[config.mk]
export PLATFORM = sky130hd
export DESIGN_NAME = indexed_compacting_vector
export DESIGN_NICKNAME = d
export VERILOG_FILES = /design/src/sv/icv_pkg.sv /design/src/sv/icv_cell.sv /design/src/sv/indexed_compacting_vector.sv
export SDC_FILE = /design/constraint.sdc
export NUM_CORES = 1
export LEC_CHECK = 0
export ABC_AREA = 1
export ABC_CLOCK_PERIOD_IN_PS = 7750
export BUFFER_PORTS_ARGS = -buffer_cell sky130_fd_sc_hd__buf_4
export CAP_MARGIN = 10
export CORE_ASPECT_RATIO = 1.2
export CORE_MARGIN = 2
export CORE_UTILIZATION = 40
export CTS_CLUSTER_SIZE = 25
export DETAILED_ROUTE_END_ITERATION = 12
export SYNTH_ARGS = -nofsm -noshare
export SYNTH_HDL_FRONTEND = slang
export SYNTH_HIERARCHICAL = 1
export SYNTH_SLANG_ARGS = --single-unit
[constraint.sdc]
create_clock -name clk -period 7.75 [get_ports clk]
set_input_delay 1.9375 -clock clk [delete_from_list [all_inputs] [get_ports clk]]
set_output_delay 1.9375 -clock clk [all_outputs]
set_load 0.02 [all_outputs]
[src/sv/icv_pkg.sv]
// Shared types and codes for the indexed compacting vector.
// No dependencies; used by icv_cell, indexed_compacting_vector, icv_checker and the testbench top.
package icv_pkg;

  localparam int unsigned DATA_W = 32;

  // request codes; codes above OP_COUNT behave as a count query
  localparam logic [2:0] OP_READ   = 3'd0;
  localparam logic [2:0] OP_WRITE  = 3'd1;
  localparam logic [2:0] OP_APPEND = 3'd2;
  localparam logic [2:0] OP_REMOVE = 3'd3;
  localparam logic [2:0] OP_COUNT  = 3'd4;

  localparam logic [1:0] ST_OK   = 2'd0;
  localparam logic [1:0] ST_POS  = 2'd1;
  localparam logic [1:0] ST_FULL = 2'd2;

  // per-item update enables broadcast to every cell
  typedef struct packed {
    logic wr_en;
    logic app_en;
    logic rm_en;
  } icv_ctl_t;

endpackage

[src/sv/icv_cell.sv]
// One entry of the vector: holds a word, takes a write, an append or the
// word of its upper neighbour on removal. Depends on icv_pkg.
module icv_cell
  import icv_pkg::*;
#(
  parameter int unsigned INDEX = 0,
  parameter int unsigned PW    = 4,
  parameter int unsigned CW    = 5
) (
  input  logic              clk,
  input  icv_ctl_t          ctl,
  input  logic [PW-1:0]     position,
  input  logic [CW-1:0]     count,
  input  logic [DATA_W-1:0] value,
  input  logic [DATA_W-1:0] up_data,
  output logic [DATA_W-1:0] data,
  output logic [DATA_W-1:0] rd_term
);

  logic [DATA_W-1:0] data_r;
  logic [DATA_W-1:0] data_nxt;
  logic              pos_hit;
  logic              tail_hit;
  logic              above_pos;

  assign pos_hit   = (position == PW'(INDEX));
  assign tail_hit  = (count == CW'(INDEX));
  assign above_pos = (PW'(INDEX) >= position);

  always_comb begin
    data_nxt = data_r;
    if (ctl.wr_en && pos_hit) begin
      data_nxt = value;
    end else if (ctl.app_en && tail_hit) begin
      data_nxt = value;
    end else if (ctl.rm_en && above_pos) begin
      data_nxt = up_data;
    end
  end

  always_ff @(posedge clk) begin
    data_r <= data_nxt;
  end

  assign data    = data_r;
  assign rd_term = pos_hit ? data_r : '0;

endmodule

[src/sv/indexed_compacting_vector.sv]
// Indexed compacting vector: top level, count register and result stage.
// Depends on icv_pkg and icv_cell.
//
// A list of up to CAPACITY 32-bit words kept dense in a row of cells. Each
// item (read, write, append, remove, count query) is taken while start is
// high; busy stays low, so one item may be started every cycle. The result
// appears on the out_ ports for exactly one cycle, marked by out_valid, in
// the cycle after the item was taken; the receiver cannot stall it. A
// removal moves every word above the removed one down one cell at the same
// clock edge. out_count is the number of words held after the item. A read
// of an invalid position returns zero with a position status.
module indexed_compacting_vector
  import icv_pkg::*;
#(
  parameter int unsigned CAPACITY = 16
) (
  input  logic                          clk,
  input  logic                          rst_n,
  input  logic                          start,
  output logic                          busy,
  input  logic [2:0]                    in_operation,
  input  logic [$clog2(CAPACITY)-1:0]   in_position,
  input  logic [DATA_W-1:0]             in_value,
  output logic                          out_valid,
  output logic [1:0]                    out_status,
  output logic [DATA_W-1:0]             out_read_value,
  output logic [$clog2(CAPACITY+1)-1:0] out_count
);

  localparam int unsigned PW = $clog2(CAPACITY);
  localparam int unsigned CW = $clog2(CAPACITY + 1);

  logic              accept;
  logic              in_range;
  logic              full;
  icv_ctl_t          ctl;
  logic [CW-1:0]     count_r;
  logic [CW-1:0]     count_nxt;
  logic              out_valid_r;
  logic [1:0]        status_r;
  logic [1:0]        status_nxt;
  logic [DATA_W-1:0] rd_r;
  logic [DATA_W-1:0] rd_nxt;
  logic [DATA_W-1:0] rd_any;

  logic [DATA_W-1:0] cell_data [CAPACITY];
  logic [DATA_W-1:0] cell_rd   [CAPACITY];

  assign busy     = 1'b0;
  assign accept   = start && !busy;
  assign in_range = (CW'(in_position) < count_r);
  assign full     = (count_r == CW'(CAPACITY));

  always_comb begin
    ctl        = '0;
    count_nxt  = count_r;
    status_nxt = ST_OK;
    rd_nxt     = '0;
    case (in_operation)
      OP_READ: begin
        if (in_range) rd_nxt = rd_any;
        else          status_nxt = ST_POS;
      end
      OP_WRITE: begin
        if (in_range) ctl.wr_en = accept;
        else          status_nxt = ST_POS;
      end
      OP_APPEND: begin
        if (!full) begin
          ctl.app_en = accept;
          count_nxt  = count_r + CW'(1);
        end else begin
          status_nxt = ST_FULL;
        end
      end
      OP_REMOVE: begin
        if (in_range) begin
          ctl.rm_en = accept;
          count_nxt = count_r - CW'(1);
        end else begin
          status_nxt = ST_POS;
        end
      end
      OP_COUNT: ;
      default: ;
    endcase
  end

  // only the addressed cell drives a non-zero term
  always_comb begin
    rd_any = '0;
    for (int i = 0; i < CAPACITY; i++) begin
      rd_any = rd_any | cell_rd[i];
    end
  end

  for (genvar g = 0; g < CAPACITY; g++) begin : g_cell
    logic [DATA_W-1:0] up;
    if (g == CAPACITY - 1) begin : g_top
      assign up = cell_data[g];
    end else begin : g_mid
      assign up = cell_data[g+1];
    end
    icv_cell #(
      .INDEX (g),
      .PW    (PW),
      .CW    (CW)
    ) u_cell (
      .clk      (clk),
      .ctl      (ctl),
      .position (in_position),
      .count    (count_r),
      .value    (in_value),
      .up_data  (up),
      .data     (cell_data[g]),
      .rd_term  (cell_rd[g])
    );
  end

  always_ff @(posedge clk) begin
    if (!rst_n) begin
      count_r     <= '0;
      out_valid_r <= 1'b0;
    end else begin
      out_valid_r <= accept;
      if (accept) begin
        count_r <= count_nxt;
      end
    end
  end

  always_ff @(posedge clk) begin
    if (accept) begin
      status_r <= status_nxt;
      rd_r     <= rd_nxt;
    end
  end

  assign out_valid      = out_valid_r;
  assign out_status     = status_r;
  assign out_read_value = rd_r;
  assign out_count      = count_r;

`ifndef SYNTHESIS
  a_count_bound: assert property (@(posedge clk) disable iff (!rst_n)
    count_r <= CW'(CAPACITY))
    else $error("entry count above capacity");

  a_result_follows: assert property (@(posedge clk) disable iff (!rst_n)
    accept |=> out_valid)
    else $error("item taken without a result");

  a_full_count: assert property (@(posedge clk) disable iff (!rst_n)
    (out_valid && out_status == ST_FULL) |-> (out_count == CW'(CAPACITY)))
    else $error("full status with list not full");

  a_error_keeps_count: assert property (@(posedge clk) disable iff (!rst_n)
    (accept && status_nxt != ST_OK) |=> (count_r == $past(count_r)))
    else $error("failed item changed the count");
`endif

endmodule

==> flow_summary_export.csv <==
group,metric,value,unit
run_status,run_status,"finished, final reports clean",
setup_path,startpoint_type,"primary input",
logic_synthesis,synth_cell_type_count,33,
clock_network,root_buffer,"clkbuf_16",
power_and_ir_drop,vdd_drop_max,150,uV
setup_path,rr_startpoint,"out_count[1]",
placement,io_buffers,81,
finish,fillers,7634,
floorplanning,die-width,259,um
min_path,hp-class,"flip-flop to flip-flop",
setup_path,critPathBufInv,4,
setup_path,crit_path_cell_trace,"buf_4 > ha_1 > inv_1 > nor2_1 > nand3b_1 > nand3_1 > inv_1 > nand2_1 > nor4_2 > buf_4 > nand3_2 > nand3_2",
route,maxUsedRoutingLayer,"met4",
clock_network,cts_buffer_depth,3,
global_routing,grt_pass1_wl,134000,um
placement,pre_cts_ws,1.96,ns
power_and_ir_drop,p_leak,0.0162,uW
logic_synthesis,syn-cell-area,31100,um2
logic_synthesis,synth-edff-count,546,
sta,hold_viol_final,0,
sta,setup_viol,0,
floorplanning,num_rows,112,
sta,rsz0062_at_grt,"false",
clock_network,cts_hold_buf,0,
route,drtIter0Drc,2107,
finish,layout_common_cells,"1147 x nand2_1, 623 x nor2_1, 582 x inv_1",
sta,fmax,193,MHz
finish,drive_above_1_share,8.01,%
route,wl_met2,41200,um
floorplanning,dieHeight,310,um
logic_synthesis,seq_area_frac_synth,53.0,%
route,wl_met3,4250,um
logic_synthesis,syn-instance-count,3893,
floorplanning,start_util,40.2,%
sta,slew_headroom,25.6,%
setup_path,rr_worst_depth,11,
logic_synthesis,synthFlopType,"edfxtp_1",
setup_path,cp-end-kind,"flip-flop",
setup_path,crit_type,"primary input to flip-flop",
route,drt-total-wl,83500,um
floorplanning,core-area,77500,um2
sta,layout_setup_ws,2.58,ns
global_routing,grt_pass1_vias,23897,
global_routing,grt_start_max_net_pins,38,
clock_network,clkLatencyLatePin,0.63,ns
run,maxCapViolCount,0,
global_routing,antenna_found_initial,0,
clock_network,post-cts-setup-buffer-count,0,
setup_path,crit_required,7.98,ns
route,wl_per_cell,16.8,um
setup_path,crit_arrival,5.40,ns
setup_path,slowest_stage,"nand3_2",
clock_network,htree_levels,2,
route,final_antenna_net_count,0,
clock_network,cts_resized,0,
route,drc_errors,0,
min_path,holdPathEnd,"g_cell[1].u_cell/data[3]",
sta,tightestPinTransition,1.12,ns
finish,antenna_cells,0,
setup_path,rr_endpoint,"g_cell[2].u_cell/data[3]",
route,firstDrtPassIters,6,
clock_network,cts_tree,"yes",
floorplanning,die_area,80100,um2
clock_network,numCtsBuffers,57,
logic_synthesis,syn-num-nets,3942,
sta,period_minus_slack,5.17,ns
logic_synthesis,ys_ff_latch,552,
setup_path,critPathMaxFanout,34,
sta,maxSlewViolCount,0,
clock_network,clk_pin_slew,0.06,ns
power_and_ir_drop,powerDensity,191,nW/um2
route,via_per_inst,4.93,
logic_synthesis,syn_area_per_cell,8.00,um2
sta,fin_skew,0.0227,ns
placement,hpwl,57500,um
global_routing,overflow,0,
setup_path,crit_path_max_incr_delay,1.02,ns
setup_path,cp.depth,12,
clock_network,cts_sinks,552,
min_path,hold_depth,2,
global_routing,grt_usage,20.9,%
setup_path,regToRegSetupSlack,3.09,ns
logic_synthesis,yosys_warnings,6,
logic_synthesis,ys_async_sr_fraction,0,%
min_path,worstHoldStart,"g_cell[2].u_cell/data[3]",
finish,nets,3938,
finish,final_common_cell,"nand2_1",
route,num_vias,24438,
setup_path,crit_family,"simple AND/OR/NAND/NOR gates",
floorplanning,num_io_pins,83,
sta,finalCritPeriodShare,66.7,%
sta,fin_setup_tns,0,ns
placement,gp_congestion,0.800,
route,wl_met1,36200,um
finish,syn_to_final_growth,9.46,%
worst max-delay path by stage:
stage | startpoint | endpoint
2_1_floorplan | in_position[3] | g_cell[7].u_cell/data[0]
3_3_place_gp | in_position[3] | g_cell[2].u_cell/data[9]
3_5_place_dp | in_position[3] | g_cell[2].u_cell/data[8]
4_1_cts | in_position[3] | g_cell[2].u_cell/data[20]
5_1_grt | in_position[3] | g_cell[4].u_cell/data[20]
6_report | in_position[3] | g_cell[2].u_cell/data[3]
layout make-up:
cell class | instances | area [um2] | share of cell area [%]
repair buffers | 133 | 998 | 2.93
multi-input cells | 2558 | 11200 | 32.9
well taps | 1026 | 1280 | 3.76
clock inverters | 28 | 305 | 0.895
flip-flops and latches | 552 | 16500 | 48.4
clock buffers | 77 | 1570 | 4.62
inverters | 587 | 2200 | 6.46
tightest hold or removal path, stage by stage, from the launching register on:
cell      delay [ns]
edfxtp_1        0.34
nand3_1         0.07
nand2_1         0.06
metrics by stage:
| stage | util (%) | cell area [um2] | instances | hold WS, ns | total power [uW] |
|---|---|---|---|---|---|
| CTS | 44.0 | 34100 | 4961 | 0.560 | 6560 |
| floorplan | - | 31100 | 3893 | 0.547 | 3540 |
| detailed placement | 41.6 | 32200 | 4856 | 0.559 | 3720 |
| global placement | 41.6 | 32200 | 4856 | 0.553 | 3720 |
| finish | 44.0 | 34100 | 4961 | 0.559 | 6500 |
| global route | 44.0 | 34100 | 4961 | 0.588 | 6680 |
where the power goes:
group / switching [uW] / internal (uW)
clock: 1190 / 1650
combinational: 261 / 96.0
sequential: 19.1 / 3280
cells by family after synthesis:
kind of cell | share of synthesized area [%]
xor gates and xnor gates | 0.0562
buffers and inverters | 11.1
DFF | 53.0
other | 0.0120
AOI/OAI and AO/OA | 0.297
and+or+nand+nor | 35.2
adders and majority gates | 0.305
registers in the layout (all words and copies together), names as in the netlist:
signal              count
out_status              2
out_valid               1
out_count               5
g_cell.u_cell/data    512
out_read_value         32
metal layers:
metal  global-route usage [%]  up-vias
met1                     26.8    11245
met3                     2.37      133
met5                        0        -
met2                     37.4      681
li1                         -    12379
met4                     5.65        0
cell usage after synthesis, types with 2 or more instances:
master	number	area [um2]
a21oi_1	7	35.0
nand3_2	25	250
nand3_1	536	2680
buf_4	4	30.0
edfxtp_1	546	16400
nor2_4	4	45.0
inv_1	582	2180
nand2_1	1147	4310
nor2_1	623	2340
nand4_1	2	12.5
nand2_4	9	101
buf_6	44	495
nor4_1	130	813
nand3_4	6	105
buf_2	123	616
inv_2	5	18.8
o21ai_0	4	20.0
nand2_2	29	181
clkbuf_1	24	90.1
nor2_2	18	113
ha_1	6	75.1
dfxtp_1	6	120
nand3b_1	3	22.5
No activity file was read; power rests on OpenSTA's default activity.
